$ cat src/sv/cimrc_pkg.sv
package cimrc_pkg;

    localparam int DATA_WIDTH        = 32;
    localparam int INDEX_WIDTH_DEF   = 32;
    localparam int LANES             = 4;
    localparam int QUEUE_DEPTH_DEF   = 2;
    localparam int S_TDATA_WIDTH     = LANES * DATA_WIDTH;
    localparam int M_TDATA_WIDTH     = 80;
    localparam int ROUTE_WIDTH       = 3;

    typedef enum logic [2:0] {
        ROUTE_A      = 3'd0,
        ROUTE_B      = 3'd1,
        ROUTE_SAVED_A = 3'd2,
        ROUTE_SAVED_B = 3'd3,
        ROUTE_NEXT_A = 3'd4,
        ROUTE_NEXT_B = 3'd5
    } route_t;

    typedef enum logic [1:0] {
        KIND_GROUP  = 2'd0,
        KIND_SECOND = 2'd1,
        KIND_TERM   = 2'd2
    } kind_t;

    typedef enum logic [1:0] {
        PH_GROUP,
        PH_SECOND,
        PH_TERM
    } phase_t;

    typedef struct packed {
        route_t route_0;
        route_t route_1;
        route_t route_2;
        route_t route_3;
        logic   split;
        logic   term;
    } cmd_ctrl_t;

    localparam int CTRL_WIDTH = $bits(cmd_ctrl_t);

endpackage

$ cat src/sv/cimrc_queue.sv
module cimrc_queue #(
    parameter int WIDTH = 8,
    parameter int DEPTH = 2
) (
    input  logic             clk,
    input  logic             rst_n,
    input  logic             push,
    input  logic [WIDTH-1:0] push_data,
    output logic             full,
    input  logic             pop,
    output logic [WIDTH-1:0] pop_data,
    output logic             empty
);

    localparam int PTR_W = (DEPTH > 1) ? $clog2(DEPTH) : 1;
    localparam int CNT_W = $clog2(DEPTH + 1);

    logic [WIDTH-1:0] mem [DEPTH];
    logic [PTR_W-1:0] wr_ptr_reg, wr_ptr_next;
    logic [PTR_W-1:0] rd_ptr_reg, rd_ptr_next;
    logic [CNT_W-1:0] count_reg, count_next;

    assign full     = (count_reg == CNT_W'(DEPTH));
    assign empty    = (count_reg == '0);
    assign pop_data = mem[rd_ptr_reg];

    always_comb
    begin
        wr_ptr_next = wr_ptr_reg;
        rd_ptr_next = rd_ptr_reg;
        count_next  = count_reg;
        if (push)
        begin
            wr_ptr_next = (wr_ptr_reg == PTR_W'(DEPTH - 1)) ? '0 : wr_ptr_reg + 1'b1;
        end
        if (pop)
        begin
            rd_ptr_next = (rd_ptr_reg == PTR_W'(DEPTH - 1)) ? '0 : rd_ptr_reg + 1'b1;
        end
        if (push && !pop)
        begin
            count_next = count_reg + 1'b1;
        end
        else if (!push && pop)
        begin
            count_next = count_reg - 1'b1;
        end
    end

    always_ff @(posedge clk or negedge rst_n)
    begin
        if (!rst_n)
        begin
            wr_ptr_reg <= '0;
            rd_ptr_reg <= '0;
            count_reg  <= '0;
        end
        else
        begin
            wr_ptr_reg <= wr_ptr_next;
            rd_ptr_reg <= rd_ptr_next;
            count_reg  <= count_next;
        end
    end

    always_ff @(posedge clk)
    begin
        if (push)
        begin
            mem[wr_ptr_reg] <= push_data;
        end
    end

endmodule

$ cat src/sv/cimrc_front.sv
module cimrc_front #(
    parameter int INDEX_WIDTH = cimrc_pkg::INDEX_WIDTH_DEF
) (
    input  logic                                 clk,
    input  logic                                 rst_n,
    input  logic                                 cfg_valid,
    input  logic [cimrc_pkg::DATA_WIDTH-1:0]     cfg_data,
    input  logic                                 in_valid,
    input  logic [cimrc_pkg::S_TDATA_WIDTH-1:0]  in_data,
    output logic                                 in_ready,
    input  logic                                 queue_full,
    output logic                                 push,
    output cimrc_pkg::cmd_ctrl_t                 cmd_ctrl,
    output logic [INDEX_WIDTH-1:0]               cmd_fetch_a,
    output logic [INDEX_WIDTH-1:0]               cmd_fetch_b,
    output logic [INDEX_WIDTH-1:0]               cmd_second_a,
    output logic [INDEX_WIDTH-1:0]               cmd_second_b
);

    import cimrc_pkg::*;

    logic [DATA_WIDTH-1:0]  group_count_reg;
    logic [DATA_WIDTH-1:0]  groups_done_reg, groups_done_next;
    logic [INDEX_WIDTH-1:0] saved_a_reg, saved_a_next;
    logic [INDEX_WIDTH-1:0] saved_b_reg, saved_b_next;

    logic [INDEX_WIDTH-1:0] i0, i1, i2, i3;
    logic                   e01, e12, e23, active, m0a, m0b, m1b;
    logic [DATA_WIDTH-1:0]  limit, done_inc;
    logic                   term;

    assign i0 = in_data[0*DATA_WIDTH +: INDEX_WIDTH];
    assign i1 = in_data[1*DATA_WIDTH +: INDEX_WIDTH];
    assign i2 = in_data[2*DATA_WIDTH +: INDEX_WIDTH];
    assign i3 = in_data[3*DATA_WIDTH +: INDEX_WIDTH];

    assign e01    = (i0 == i1);
    assign e12    = (i1 == i2);
    assign e23    = (i2 == i3);
    assign active = (groups_done_reg != '0);
    assign m0a    = (i0 == saved_a_reg);
    assign m0b    = (i0 == saved_b_reg);
    assign m1b    = (i1 == saved_b_reg);

    assign limit    = (group_count_reg == '0) ? DATA_WIDTH'(1) : group_count_reg;
    assign done_inc = groups_done_reg + 1'b1;
    assign term     = (done_inc >= limit);

    assign in_ready = !queue_full;
    assign push     = in_valid && in_ready;

    assign cmd_second_a = i2;
    assign cmd_second_b = i3;

    // group classification, priority as listed
    always_comb
    begin
        cmd_ctrl.term  = term;
        cmd_ctrl.split = 1'b0;
        saved_a_next   = saved_a_reg;
        saved_b_next   = saved_b_reg;
        if (e01 && e12 && e23)
        begin
            cmd_fetch_a = i0;
            cmd_fetch_b = i0;
            cmd_ctrl.route_0 = ROUTE_A;
            cmd_ctrl.route_1 = ROUTE_A;
            cmd_ctrl.route_2 = ROUTE_A;
            cmd_ctrl.route_3 = ROUTE_A;
            saved_a_next = i0;
            saved_b_next = i0;
        end
        else if (e01 && !e12 && e23)
        begin
            cmd_fetch_a = i0;
            cmd_fetch_b = i2;
            cmd_ctrl.route_0 = ROUTE_A;
            cmd_ctrl.route_1 = ROUTE_A;
            cmd_ctrl.route_2 = ROUTE_B;
            cmd_ctrl.route_3 = ROUTE_B;
            saved_a_next = i0;
            saved_b_next = i2;
        end
        else if (!e01 && e12 && e23)
        begin
            cmd_fetch_a = i0;
            cmd_fetch_b = i2;
            cmd_ctrl.route_0 = ROUTE_A;
            cmd_ctrl.route_1 = ROUTE_B;
            cmd_ctrl.route_2 = ROUTE_B;
            cmd_ctrl.route_3 = ROUTE_B;
            saved_a_next = i0;
            saved_b_next = i2;
        end
        else if (e01 && e12 && !e23)
        begin
            cmd_fetch_a = i0;
            cmd_fetch_b = i3;
            cmd_ctrl.route_0 = ROUTE_A;
            cmd_ctrl.route_1 = ROUTE_A;
            cmd_ctrl.route_2 = ROUTE_A;
            cmd_ctrl.route_3 = ROUTE_B;
            saved_a_next = i0;
            saved_b_next = i3;
        end
        else if (active && m0a && m1b)
        begin
            cmd_fetch_a = i2;
            cmd_fetch_b = i3;
            cmd_ctrl.route_0 = ROUTE_SAVED_A;
            cmd_ctrl.route_1 = ROUTE_SAVED_B;
            cmd_ctrl.route_2 = ROUTE_A;
            cmd_ctrl.route_3 = ROUTE_B;
        end
        else if (active && e12 && m0a)
        begin
            cmd_fetch_a = i1;
            cmd_fetch_b = i3;
            cmd_ctrl.route_0 = ROUTE_SAVED_A;
            cmd_ctrl.route_1 = ROUTE_A;
            cmd_ctrl.route_2 = ROUTE_A;
            cmd_ctrl.route_3 = ROUTE_B;
            saved_b_next = i1;
        end
        else if (active && e12 && m0b)
        begin
            cmd_fetch_a = i1;
            cmd_fetch_b = i3;
            cmd_ctrl.route_0 = ROUTE_SAVED_B;
            cmd_ctrl.route_1 = ROUTE_A;
            cmd_ctrl.route_2 = ROUTE_A;
            cmd_ctrl.route_3 = ROUTE_B;
            saved_a_next = i0;
            saved_b_next = i1;
        end
        else if (active && !e12 && m0a)
        begin
            cmd_fetch_a = i1;
            cmd_fetch_b = i2;
            cmd_ctrl.route_0 = ROUTE_SAVED_A;
            cmd_ctrl.route_1 = ROUTE_A;
            cmd_ctrl.route_2 = ROUTE_B;
            cmd_ctrl.route_3 = ROUTE_B;
            saved_b_next = i1;
        end
        else if (active && !e12 && m0b)
        begin
            cmd_fetch_a = i1;
            cmd_fetch_b = i2;
            cmd_ctrl.route_0 = ROUTE_SAVED_B;
            cmd_ctrl.route_1 = ROUTE_A;
            cmd_ctrl.route_2 = ROUTE_B;
            cmd_ctrl.route_3 = ROUTE_B;
            saved_a_next = i0;
        end
        else
        begin
            cmd_fetch_a = i0;
            cmd_fetch_b = i1;
            cmd_ctrl.route_0 = ROUTE_A;
            cmd_ctrl.route_1 = ROUTE_B;
            cmd_ctrl.route_2 = ROUTE_NEXT_A;
            cmd_ctrl.route_3 = ROUTE_NEXT_B;
            cmd_ctrl.split   = 1'b1;
        end
    end

    assign groups_done_next = term ? '0 : done_inc;

    always_ff @(posedge clk or negedge rst_n)
    begin
        if (!rst_n)
        begin
            group_count_reg <= DATA_WIDTH'(1);
            groups_done_reg <= '0;
            saved_a_reg     <= '0;
            saved_b_reg     <= '0;
        end
        else
        begin
            if (cfg_valid)
            begin
                group_count_reg <= cfg_data;
            end
            if (push)
            begin
                groups_done_reg <= groups_done_next;
                saved_a_reg     <= saved_a_next;
                saved_b_reg     <= saved_b_next;
            end
        end
    end

endmodule

$ cat src/sv/cimrc_back.sv
module cimrc_back #(
    parameter int INDEX_WIDTH = cimrc_pkg::INDEX_WIDTH_DEF
) (
    input  logic                                clk,
    input  logic                                rst_n,
    input  logic                                queue_empty,
    input  cimrc_pkg::cmd_ctrl_t                cmd_ctrl,
    input  logic [INDEX_WIDTH-1:0]              cmd_fetch_a,
    input  logic [INDEX_WIDTH-1:0]              cmd_fetch_b,
    input  logic [INDEX_WIDTH-1:0]              cmd_second_a,
    input  logic [INDEX_WIDTH-1:0]              cmd_second_b,
    output logic                                pop,
    output logic                                out_valid,
    input  logic                                out_ready,
    output logic [cimrc_pkg::M_TDATA_WIDTH-1:0] out_data,
    output logic [1:0]                          out_kind,
    output logic                                out_last
);

    import cimrc_pkg::*;

    phase_t                    phase_reg, phase_next;
    logic                      valid_reg;
    logic [M_TDATA_WIDTH-1:0]  data_reg;
    kind_t                     kind_reg;
    logic                      last_reg;

    logic                      load;
    logic                      done;
    logic [M_TDATA_WIDTH-1:0]  data_next;
    kind_t                     kind_next;
    logic                      last_next;

    assign load = !queue_empty && (!valid_reg || out_ready);
    assign pop  = load && done;

    // phase sequencing of one command
    always_comb
    begin
        phase_next = phase_reg;
        if (load)
        begin
            case (phase_reg)
                PH_GROUP:
                begin
                    if (cmd_ctrl.split)
                    begin
                        phase_next = PH_SECOND;
                    end
                    else if (cmd_ctrl.term)
                    begin
                        phase_next = PH_TERM;
                    end
                end
                PH_SECOND:
                begin
                    phase_next = cmd_ctrl.term ? PH_TERM : PH_GROUP;
                end
                PH_TERM:
                begin
                    phase_next = PH_GROUP;
                end
                default:
                begin
                    phase_next = PH_GROUP;
                end
            endcase
        end
    end

    // result payload per phase
    always_comb
    begin
        data_next = '0;
        kind_next = KIND_GROUP;
        done      = 1'b1;
        case (phase_reg)
            PH_GROUP:
            begin
                data_next = {4'd0,
                             3'(cmd_ctrl.route_3), 3'(cmd_ctrl.route_2),
                             3'(cmd_ctrl.route_1), 3'(cmd_ctrl.route_0),
                             DATA_WIDTH'(cmd_fetch_b), DATA_WIDTH'(cmd_fetch_a)};
                kind_next = KIND_GROUP;
                done      = !cmd_ctrl.split && !cmd_ctrl.term;
            end
            PH_SECOND:
            begin
                data_next = {16'd0, DATA_WIDTH'(cmd_second_b), DATA_WIDTH'(cmd_second_a)};
                kind_next = KIND_SECOND;
                done      = !cmd_ctrl.term;
            end
            PH_TERM:
            begin
                data_next = '0;
                kind_next = KIND_TERM;
                done      = 1'b1;
            end
            default:
            begin
                data_next = '0;
                kind_next = KIND_GROUP;
                done      = 1'b1;
            end
        endcase
        last_next = done;
    end

    always_ff @(posedge clk or negedge rst_n)
    begin
        if (!rst_n)
        begin
            phase_reg <= PH_GROUP;
            valid_reg <= 1'b0;
        end
        else
        begin
            phase_reg <= phase_next;
            if (load)
            begin
                valid_reg <= 1'b1;
            end
            else if (out_ready)
            begin
                valid_reg <= 1'b0;
            end
        end
    end

    always_ff @(posedge clk)
    begin
        if (load)
        begin
            data_reg <= data_next;
            kind_reg <= kind_next;
            last_reg <= last_next;
        end
    end

    assign out_valid = valid_reg;
    assign out_data  = data_reg;
    assign out_kind  = kind_reg;
    assign out_last  = last_reg;

endmodule

$ cat src/sv/column_index_merge_reuse_control.sv
// a group accepted on the input is written to the queue, then loaded into the output register
// throughput: one group per cycle while the queue has room and the output is not stalled;
// a split group adds a second result, and a group that ends a run adds a terminate result
// reset: asynchronous active-low rst_n clears saved indices, group counter and queue;
// group_count resets to 1
module column_index_merge_reuse_control #(
    parameter int INDEX_WIDTH = cimrc_pkg::INDEX_WIDTH_DEF,
    parameter int QUEUE_DEPTH = cimrc_pkg::QUEUE_DEPTH_DEF
) (
    input  logic                                clk,
    input  logic                                rst_n,
    input  logic                                cfg_valid,
    output logic                                cfg_ready,
    input  logic [cimrc_pkg::DATA_WIDTH-1:0]    cfg_data,
    input  logic                                s_axis_tvalid,
    output logic                                s_axis_tready,
    // index_0, index_1, index_2, index_3
    input  logic [cimrc_pkg::S_TDATA_WIDTH-1:0] s_axis_tdata,
    output logic                                m_axis_tvalid,
    input  logic                                m_axis_tready,
    // fetch_a, fetch_b, route_0, route_1, route_2, route_3, zero pad
    output logic [cimrc_pkg::M_TDATA_WIDTH-1:0] m_axis_tdata,
    // result_kind
    output logic [1:0]                          m_axis_tuser,
    output logic                                m_axis_tlast
);

    import cimrc_pkg::*;

    localparam int ENTRY_WIDTH = CTRL_WIDTH + 4 * INDEX_WIDTH;

    logic                   push, pop, queue_full, queue_empty;
    cmd_ctrl_t              f_ctrl, b_ctrl;
    logic [INDEX_WIDTH-1:0] f_fa, f_fb, f_sa, f_sb;
    logic [INDEX_WIDTH-1:0] b_fa, b_fb, b_sa, b_sb;
    logic [ENTRY_WIDTH-1:0] push_entry, pop_entry;

    assign cfg_ready = 1'b1;

    cimrc_front #(
        .INDEX_WIDTH (INDEX_WIDTH)
    ) u_front (
        .clk          (clk),
        .rst_n        (rst_n),
        .cfg_valid    (cfg_valid),
        .cfg_data     (cfg_data),
        .in_valid     (s_axis_tvalid),
        .in_data      (s_axis_tdata),
        .in_ready     (s_axis_tready),
        .queue_full   (queue_full),
        .push         (push),
        .cmd_ctrl     (f_ctrl),
        .cmd_fetch_a  (f_fa),
        .cmd_fetch_b  (f_fb),
        .cmd_second_a (f_sa),
        .cmd_second_b (f_sb)
    );

    assign push_entry = {f_ctrl, f_fa, f_fb, f_sa, f_sb};

    cimrc_queue #(
        .WIDTH (ENTRY_WIDTH),
        .DEPTH (QUEUE_DEPTH)
    ) u_queue (
        .clk       (clk),
        .rst_n     (rst_n),
        .push      (push),
        .push_data (push_entry),
        .full      (queue_full),
        .pop       (pop),
        .pop_data  (pop_entry),
        .empty     (queue_empty)
    );

    assign {b_ctrl, b_fa, b_fb, b_sa, b_sb} = pop_entry;

    cimrc_back #(
        .INDEX_WIDTH (INDEX_WIDTH)
    ) u_back (
        .clk          (clk),
        .rst_n        (rst_n),
        .queue_empty  (queue_empty),
        .cmd_ctrl     (b_ctrl),
        .cmd_fetch_a  (b_fa),
        .cmd_fetch_b  (b_fb),
        .cmd_second_a (b_sa),
        .cmd_second_b (b_sb),
        .pop          (pop),
        .out_valid    (m_axis_tvalid),
        .out_ready    (m_axis_tready),
        .out_data     (m_axis_tdata),
        .out_kind     (m_axis_tuser),
        .out_last     (m_axis_tlast)
    );

endmodule

$ cat config.mk
export PLATFORM = sky130hd
export DESIGN_NAME = column_index_merge_reuse_control
export DESIGN_NICKNAME = d
export VERILOG_FILES = /design/src/sv/cimrc_pkg.sv /design/src/sv/cimrc_queue.sv /design/src/sv/cimrc_front.sv /design/src/sv/cimrc_back.sv /design/src/sv/column_index_merge_reuse_control.sv
export SDC_FILE = /design/constraint.sdc
export NUM_CORES = 1
export LEC_CHECK = 0
export BUFFER_PORTS_ARGS = -buffer_cell sky130_fd_sc_hd__buf_4
export CORE_UTILIZATION = 35
export CTS_CLUSTER_SIZE = 30
export DETAILED_ROUTE_END_ITERATION = 8
export PLACE_DENSITY = 0.61
export SLEW_MARGIN = 20
export SYNTH_ARGS = -nofsm -noshare
export SYNTH_HDL_FRONTEND = slang
export SYNTH_SLANG_ARGS = --single-unit
$ cat constraint.sdc
create_clock -name clk -period 9.18 [get_ports clk]
set_clock_uncertainty 0.2 [all_clocks]
set_input_delay 0.918 -clock clk [delete_from_list [all_inputs] [get_ports clk]]
set_output_delay 0.918 -clock clk [all_outputs]
set_load 0.1 [all_outputs]
==> run_summary.xml, run 1 <==
<?xml version="1.0" encoding="UTF-8"?>
<metrics>
  <group name="status">
    <metric name="status" unit="">complete, no violations</metric>
  </group>
  <group name="drt">
    <metric name="antenna_violating_nets_post_route" unit="">0</metric>
    <metric name="first_pass_iters" unit="">6</metric>
    <metric name="final_routed_drc_violation_total" unit="">0</metric>
    <metric name="number_of_drc_markers_in_iteration_0" unit="">1534</metric>
    <metric name="wirelength" unit="mm">71.47</metric>
    <metric name="post_drt_wl_per_cell" unit="um">24.79</metric>
    <metric name="drt-vias-per-instance" unit="">5.545</metric>
    <metric name="detailroute.via_count" unit="">15990</metric>
  </group>
  <group name="synth">
    <metric name="yosysMostFrequentCell" unit="">edfxtp_1</metric>
    <metric name="seq_area_frac_synth" unit="">0.5826</metric>
    <metric name="syn_area_per_cell" unit="um^2">13.02</metric>
    <metric name="netlist_area" unit="um^2">23640</metric>
    <metric name="syn-instance-count" unit="">1815</metric>
    <metric name="synth_top_cells_by_count" unit="">edfxtp_1, dfrtp_1, nand2_1, xnor2_1, clkbuf_1</metric>
    <metric name="yosys_most_used_dff" unit="">edfxtp_1</metric>
    <metric name="synth-edff-count" unit="">346</metric>
    <metric name="netlist-cell-type-count" unit="">63</metric>
    <metric name="synth_top_cell_by_area" unit="">edfxtp_1</metric>
    <metric name="synth-warning-count" unit="">0</metric>
    <metric name="yosys_register_bits" unit="">481</metric>
    <metric name="yosysTopAreaCellShare" unit="">0.4396</metric>
    <metric name="synth.area.top_cells" unit="">edfxtp_1, dfrtp_1, mux4_2</metric>
    <metric name="synth-async-reset-ratio" unit="">0.2807</metric>
  </group>
  <group name="clock_tree">
    <metric name="tritoncts" unit="">done</metric>
    <metric name="cts_inserted_buffers" unit="">54</metric>
    <metric name="cts_resized" unit="">0</metric>
    <metric name="htreeDepth" unit="">2</metric>
    <metric name="buffer_levels_on_the_longest_clock_path" unit="">3</metric>
    <metric name="cts_root_buf" unit="">clkbuf_16</metric>
    <metric name="cts.clk_slew.worst_paths" unit="ps">60</metric>
    <metric name="cts_post_setup_buffers_inserted" unit="">0</metric>
    <metric name="insertion_delay" unit="ps">630</metric>
    <metric name="clock-sinks" unit="">481</metric>
    <metric name="ctsHoldBuffers" unit="">0</metric>
  </group>
  <group name="setup_path">
    <metric name="cp_cell_sequence" unit="">nand3_1 &gt; nor3_1 &gt; and3_1 &gt; nand2_1 &gt; nor3b_1 &gt; and3_1 &gt; xor2_1 &gt; ha_1 &gt; a21o_1 &gt; a21o_1 &gt; a21o_1 &gt; nand2b_1 &gt; a2111oi_1 &gt; nor2_1 &gt; buf_4 &gt; nor2_1 &gt; mux2_2</metric>
    <metric name="cp.arrival" unit="ps">6040</metric>
    <metric name="timing.rr.start" unit="">u_front.groups_done_reg[2]$_DFFE_PN0P_</metric>
    <metric name="timing.critical_path.slowest_stage_cell" unit="">a2111oi_1</metric>
    <metric name="worst_r2r_path_depth" unit="">17</metric>
    <metric name="family_of_cells_with_the_greatest_summed_delay_on_the_critical_path" unit="">simple AND/OR/NAND/NOR gates</metric>
    <metric name="worst_r2r_endpoint" unit="">u_front.groups_done_reg[0]$_DFFE_PN0P_</metric>
    <metric name="crit_path_start_kind" unit="">flip-flop</metric>
    <metric name="timing.critical_path.slowest_cell_delay" unit="ps">660</metric>
    <metric name="worst_ep_required_time" unit="ps">9520</metric>
    <metric name="crit_path_frequent_cell" unit="">a21o_1</metric>
    <metric name="setup.worst_path.class" unit="">reg -&gt; reg</metric>
    <metric name="cp-end-kind" unit="">flip-flop</metric>
    <metric name="worst-path-max-fanout" unit="">31</metric>
    <metric name="critical_path.n_buffers_inverters" unit="">1</metric>
    <metric name="r2r_setup_slk" unit="ps">3480</metric>
  </group>
  <group name="floorplan">
    <metric name="floorplan.initialDensity" unit="">0.3563</metric>
    <metric name="die_h" unit="um">261.9</metric>
    <metric name="floorplan.die_area" unit="um^2">68570</metric>
    <metric name="core_region_area" unit="um^2">66330</metric>
    <metric name="std_cell_rows" unit="">94</metric>
    <metric name="design.portCount" unit="">251</metric>
    <metric name="floorplan.die.width" unit="um">261.9</metric>
  </group>
  <group name="layout">
    <metric name="fin_area" unit="um^2">27830</metric>
    <metric name="proportion_of_layout_cells_with_a_drive_suffix_above_1" unit="">0.2350</metric>
    <metric name="flip_flop_count_of_the_largest_register_after_layout" unit="">272</metric>
    <metric name="area_growth_syn_to_layout" unit="%">17.76</metric>
    <metric name="final_net_count" unit="">2172</metric>
    <metric name="final-instance-count-excl-fill" unit="">2883</metric>
    <metric name="max_flop_register" unit="">u_queue.mem</metric>
  </group>
  <group name="sta">
    <metric name="accumulated_negative_setup_slack" unit="ps">0</metric>
    <metric name="finalHoldViolCount" unit="">0</metric>
    <metric name="post-route-min-period" unit="ps">5702</metric>
    <metric name="hold_slack" unit="ps">90.95</metric>
    <metric name="timing.fmax" unit="MHz">175.4</metric>
    <metric name="timing.max_slew.rel_slack" unit="">0.2783</metric>
    <metric name="setup_viol_count_final" unit="">0</metric>
    <metric name="post-route-period-util" unit="">0.6211</metric>
    <metric name="drv_slew" unit="">0</metric>
    <metric name="worst_pin_slew" unit="ps">1083</metric>
    <metric name="grt_setup_unrepaired" unit="">false</metric>
  </group>
  <group name="pwr">
    <metric name="static-leakage-power" unit="uW">0.01054</metric>
    <metric name="ir_drop" unit="V">0.0002075</metric>
    <metric name="power_density" unit="nW/um^2">301.0</metric>
  </group>
  <group name="global_routing">
    <metric name="number_of_global_route_vias_before_repair" unit="">15900</metric>
    <metric name="grt_start_max_net_pins" unit="">137</metric>
    <metric name="grt.met3_usage" unit="">0.03540</metric>
    <metric name="busiest_layer" unit="">met2</metric>
    <metric name="track_usage" unit="">0.2083</metric>
    <metric name="global_routing_met1_resource_utilization" unit="">0.2787</metric>
    <metric name="use_met2" unit="">0.3471</metric>
    <metric name="grt_pass1_wl" unit="mm">105.3</metric>
    <metric name="antenna_found_initial" unit="">5</metric>
    <metric name="gr-total-overflow" unit="">0</metric>
  </group>
  <group name="place">
    <metric name="detailedPlacementHpwl" unit="mm">49.75</metric>
    <metric name="dp_cell_count" unit="">2780</metric>
    <metric name="place.gp.congestion" unit="">0.9466</metric>
    <metric name="port_buffers" unit="">241</metric>
    <metric name="placed_cell_area" unit="um^2">26050</metric>
  </group>
  <group name="job">
    <metric name="maxCapViolations" unit="">0</metric>
  </group>
  <group name="min_path">
    <metric name="min-delay-path-class" unit="">in -&gt; async</metric>
  </group>
</metrics>
[through the flow]
step                      power [uW]  setup WS [ps]    util
after CTS                       8475           3267  0.4194
after floorplan                 5563          677.2       -
final                           8377           3478  0.4196
after global placement          6269           3421  0.3927
after detailed placement        6318           3347  0.3927
after global routing            8715           2982  0.4195
[area by class of cell]
cell class              instances  area (um^2)
fillers                      6129        38500
flip-flops and latches        481        13780
multi-input cells            1127         9030
repair buffers                263         1994
clock buffers                  72         1480
well taps                     864         1081
clock inverters                29        295.3
inverters                      45        170.2
diodes                          2        5.005
[placed cells by master, fill, tap and decap left out, drive strengths merged, types with 6 or more instances in the layout]
cell,count
a222oi,11
a31oi,8
mux2i,10
or2,6
o21ai,100
nor4,48
nand4,46
nor2b,90
inv,45
nand3,20
clkinv,24
o211ai,20
nor3,12
mux2,42
dfrtp,134
buf,263
o21a,20
xor2,110
nand2,118
a22o,20
xnor2,118
and3,7
a221o,30
a21oi,20
edfxtp,346
a21o,16
conb,9
ha,35
a22oi,72
nor2,42
clkbuf,72
mux4,64
[how the worst max path moves through the flow]
stage,start,end,slack [ps],cells past startpoint
finish,u_front.groups_done_reg[2]$_DFFE_PN0P_,u_front.groups_done_reg[0]$_DFFE_PN0P_,3480,17
global route,u_front.groups_done_reg[2]$_DFFE_PN0P_,u_front.groups_done_reg[0]$_DFFE_PN0P_,2980,17
CTS,u_front.groups_done_reg[2]$_DFFE_PN0P_,u_front.groups_done_reg[0]$_DFFE_PN0P_,3270,17
detailed placement,u_front.groups_done_reg[2]$_DFFE_PN0P_,u_front.groups_done_reg[0]$_DFFE_PN0P_,3350,17
global placement,u_front.groups_done_reg[0]$_DFFE_PN0P_,u_front.groups_done_reg[0]$_DFFE_PN0P_,3420,17
floorplan,u_queue.count_reg[0]$_DFFE_PN0P_,u_queue.mem[0][0]$_DFFE_PP_,680,5
[cells by family after synthesis]
| family | after synthesis | synth area share |
|---|---|---|
| flops | 481 | 0.5826 |
| xor+xnor | 228 | 0.08449 |
| fa+ha+maj | 36 | 0.01895 |
| compound gates | 334 | 0.09989 |
| mux | 116 | 0.08523 |
| simple gates | 404 | 0.08989 |
| buf+inv | 214 | 0.03864 |
| other cells | 2 | 0.0003177 |
[worst register-to-register path: stages, from the launching register on]
cell	delay, ps
dfrtp_1	490
nand3_1	180
nor3_1	360
and3_1	370
nand2_1	210
nor3b_1	510
and3_1	280
xor2_1	170
ha_1	260
a21o_1	180
a21o_1	170
a21o_1	180
nand2b_1	140
a2111oi_1	660
nor2_1	80
buf_4	260
nor2_1	660
mux2_2	280
[metal layers]
metal | part of all wire | routed length (um) | vias up
li1 | - | - | 7064
met1 | 0.42 | 30120 | 8090
met2 | 0.48 | 34520 | 699
met3 | 0.069 | 4940 | 126
met4 | 0.026 | 1836 | 8
met5 | 0.00077 | 55 | -
[where the power goes]
group	total, uW	leakage, uW	switching [uW]	internal (uW)
Clock	2150	0.000866	919	1230
Sequential	3210	0.00504	226	2990
Combinational	3020	0.00464	2180	834
Total	8380	0.0105	3330	5050
No activity file was read; power rests on OpenSTA's default activity.
==> run 2, diff against run 1 <==
Settings changed: PLACE_DENSITY 0.61 to 0.63.
Clock period 9.18 ns to 5.2 ns, I/O delays scaled along.
==> run 2 against run 1 <==
  * Combinational power up 80%
  * Die area did not move
  * Worst setup slack got worse by 3000 ps
  * Sequential share of layout area shrank 1.7 points
  * Critical path depth grew 2
  * Clock power rose by 70%
  * Largest cell class unchanged
  * Worst hold slack lost 47 ps
  * Via count grew 1.8%
  * Sequential power rose by 75%
==> run_summary.xml, run 2 (synthesis results as in run 1) <==
<?xml version="1.0" encoding="UTF-8"?>
<metrics>
  <group name="setup_path">
    <metric name="cp-end-kind" unit="">flip-flop</metric>
    <metric name="cp.arrival" unit="ps">5080</metric>
    <metric name="timing.critical_path.slowest_cell_delay" unit="ps">450</metric>
    <metric name="crit_path_start_kind" unit="">flip-flop</metric>
    <metric name="cp_cell_sequence" unit="">nand4_1 &gt; nor3_2 &gt; and3_2 &gt; nand2_1 &gt; nor3b_1 &gt; buf_4 &gt; and3_1 &gt; xor2_1 &gt; ha_1 &gt; a21o_1 &gt; a21o_1 &gt; a21o_1 &gt; nand2b_1 &gt; a2111oi_1 &gt; buf_4 &gt; nor2_1 &gt; buf_4 &gt; o21ai_0 &gt; a22o_1</metric>
    <metric name="setup.worst_path.class" unit="">reg -&gt; reg</metric>
    <metric name="worst_ep_required_time" unit="ps">5540</metric>
    <metric name="worst-path-max-fanout" unit="">25</metric>
    <metric name="timing.critical_path.slowest_stage_cell" unit="">dfrtp_1</metric>
  </group>
  <group name="place">
    <metric name="port_buffers" unit="">241</metric>
    <metric name="place.gp.congestion" unit="">0.9587</metric>
    <metric name="detailedPlacementHpwl" unit="mm">50.34</metric>
    <metric name="placement.setup.worst_slack" unit="ps">337.9</metric>
  </group>
  <group name="sta">
    <metric name="finalHoldViolCount" unit="">0</metric>
    <metric name="grt_setup_unrepaired" unit="">false</metric>
    <metric name="hold_slack" unit="ps">43.82</metric>
    <metric name="post-route-period-util" unit="">0.9120</metric>
    <metric name="timing.fmax" unit="MHz">210.9</metric>
    <metric name="worst_slack" unit="ps">457.6</metric>
    <metric name="accumulated_negative_setup_slack" unit="ps">0</metric>
    <metric name="setup_viol_count_final" unit="">0</metric>
    <metric name="post-route-min-period" unit="ps">4742</metric>
    <metric name="timing.max_slew.rel_slack" unit="">0.3768</metric>
    <metric name="worst_pin_slew" unit="ps">934.8</metric>
    <metric name="drv_slew" unit="">0</metric>
  </group>
  <group name="min_path">
    <metric name="min-delay-path-class" unit="">in -&gt; reg</metric>
  </group>
  <group name="floorplan">
    <metric name="core_region_area" unit="um^2">66330</metric>
    <metric name="floorplan.initialDensity" unit="">0.3563</metric>
    <metric name="floorplan.die_area" unit="um^2">68570</metric>
    <metric name="std_cell_rows" unit="">94</metric>
    <metric name="design.portCount" unit="">251</metric>
    <metric name="floorplan.die.width" unit="um">261.9</metric>
    <metric name="die_h" unit="um">261.9</metric>
  </group>
  <group name="drt">
    <metric name="wirelength_met1" unit="mm">29.77</metric>
    <metric name="post_drt_wl_per_cell" unit="um">24.17</metric>
    <metric name="antenna_violating_nets_post_route" unit="">0</metric>
    <metric name="routed-wl-met2" unit="mm">35.62</metric>
    <metric name="drt-vias-per-instance" unit="">5.448</metric>
    <metric name="wirelength" unit="mm">72.18</metric>
    <metric name="number_of_drc_markers_in_iteration_0" unit="">1308</metric>
    <metric name="highest_layer" unit="">met5</metric>
    <metric name="first_pass_iters" unit="">6</metric>
    <metric name="wl_met3" unit="mm">4.928</metric>
    <metric name="final_routed_drc_violation_total" unit="">0</metric>
    <metric name="detailroute.via_count" unit="">16270</metric>
  </group>
  <group name="status">
    <metric name="status" unit="">complete, no violations</metric>
  </group>
  <group name="global_routing">
    <metric name="track_usage" unit="">0.2090</metric>
    <metric name="antenna_found_initial" unit="">13</metric>
    <metric name="gr-total-overflow" unit="">0</metric>
    <metric name="grt_start_max_net_pins" unit="">120</metric>
    <metric name="number_of_global_route_vias_before_repair" unit="">16270</metric>
    <metric name="grt_pass1_wl" unit="mm">105.8</metric>
  </group>
  <group name="clock_tree">
    <metric name="cts_inserted_buffers" unit="">52</metric>
    <metric name="htreeDepth" unit="">2</metric>
    <metric name="clock-sinks" unit="">481</metric>
    <metric name="cts.clk_slew.worst_paths" unit="ps">60</metric>
    <metric name="tritoncts" unit="">done</metric>
    <metric name="insertion_delay" unit="ps">620</metric>
    <metric name="buffer_levels_on_the_longest_clock_path" unit="">3</metric>
    <metric name="cts_root_buf" unit="">clkbuf_16</metric>
  </group>
  <group name="layout">
    <metric name="flip_flop_count_of_the_largest_register_after_layout" unit="">272</metric>
    <metric name="proportion_of_layout_cells_with_a_drive_suffix_above_1" unit="">0.2258</metric>
    <metric name="most_frequent_standard_cell_in_the_layout_excluding_fill_and_tap_cells" unit="">edfxtp_1</metric>
    <metric name="area_growth_syn_to_layout" unit="%">21.85</metric>
    <metric name="final_net_count" unit="">2278</metric>
    <metric name="max_flop_register" unit="">u_queue.mem</metric>
    <metric name="mostFrequentLayoutCells" unit="">edfxtp_1, buf_4, dfrtp_1</metric>
  </group>
  <group name="pwr">
    <metric name="power_density" unit="nW/um^2">511.3</metric>
    <metric name="static-leakage-power" unit="uW">0.01096</metric>
    <metric name="ir_drop" unit="V">0.0003581</metric>
  </group>
  <group name="job">
    <metric name="maxCapViolations" unit="">0</metric>
  </group>
</metrics>
==> run 2: changes by cell type in the layout (fill, tap and decap cells not counted), moves of 4 or more <==
cell | before | now
clkinv_1 | 6 | 18
buf_4 | 260 | 274
clkbuf_8 | 4 | 0
clkbuf_1 | 13 | 8
dlygate4sd3_1 | 0 | 92
==> run 2: final timing paths <==
kind / startpoint / endpoint / slack [ps] / cells past startpoint
worst max register to register: u_front.groups_done_reg[5]$_DFFE_PN0P_ / u_front.groups_done_reg[29]$_DFFE_PN0P_ / 460 / 19
min in group asynchronous: rst_n / u_front.group_count_reg[21]$_DFFE_PN0P_ / 370 / 2
worst min register to register: u_front.saved_a_reg[20]$_DFFE_PN0P_ / u_front.saved_a_reg[20]$_DFFE_PN0P_ / 330 / 1
worst min-delay path: s_axis_tdata[66] / u_queue.mem[0][34]$_DFFE_PP_ / 40 / 1
max in group asynchronous: rst_n / u_front.saved_a_reg[15]$_DFFE_PN0P_ / 3200 / 3
worst max-delay path: u_front.groups_done_reg[5]$_DFFE_PN0P_ / u_front.groups_done_reg[29]$_DFFE_PN0P_ / 460 / 19
==> run 2: repair_timing <==
action	in CTS	in global routing
setup buffers	0	0
endpoints found under the setup margin	0	26
hold endpoints to repair	239	0
hold buffers	92	0
resized for setup	0	3
==> run 2: area by class of cell <==
type                    count  area [um^2]
diodes                      1        2.502
clock buffers              60         1331
clock inverters            37        341.6
fillers                  6092        37530
inverters                  45        170.2
multi-input cells        1127         9027
flip-flops and latches    481        13780
well taps                 864         1081
repair buffers            371         3069
==> run 2: per-layer routing <==
metal	vias up	track usage
met5	-	0
met4	22	0.05604
li1	7278	-
met3	131	0.03829
met2	612	0.3549
met1	8225	0.2737
==> run 2: critical path, delay by kind of cell, from the launching register on <==
kind,cells,cell delay [ps]
adders and majority gates,1,260
and+or+nand+nor,8,1700
DFF,1,450
AOI/OAI and AO/OA,6,1250
buffers and inverters,3,610
xor gates and xnor gates,1,190
==> run 2: report_power, final <==
group / switching, uW / leakage, uW / internal [uW] / total (uW)
clock network: 1570 / 0.000812 / 2090 / 3660
registers: 349 / 0.00504 / 5270 / 5620
logic: 3900 / 0.00511 / 1550 / 5450
==> run 2: stage by stage <==
stage,util,area (um^2),power [uW],std cells
floorplan,-,23670,9757,1822
global placement,0.3949,26200,11080,2796
detailed placement,0.3949,26200,11150,2796
CTS,0.4340,28790,14880,2985
global route,0.4341,28800,15300,2985
finish,0.4342,28800,14720,2986
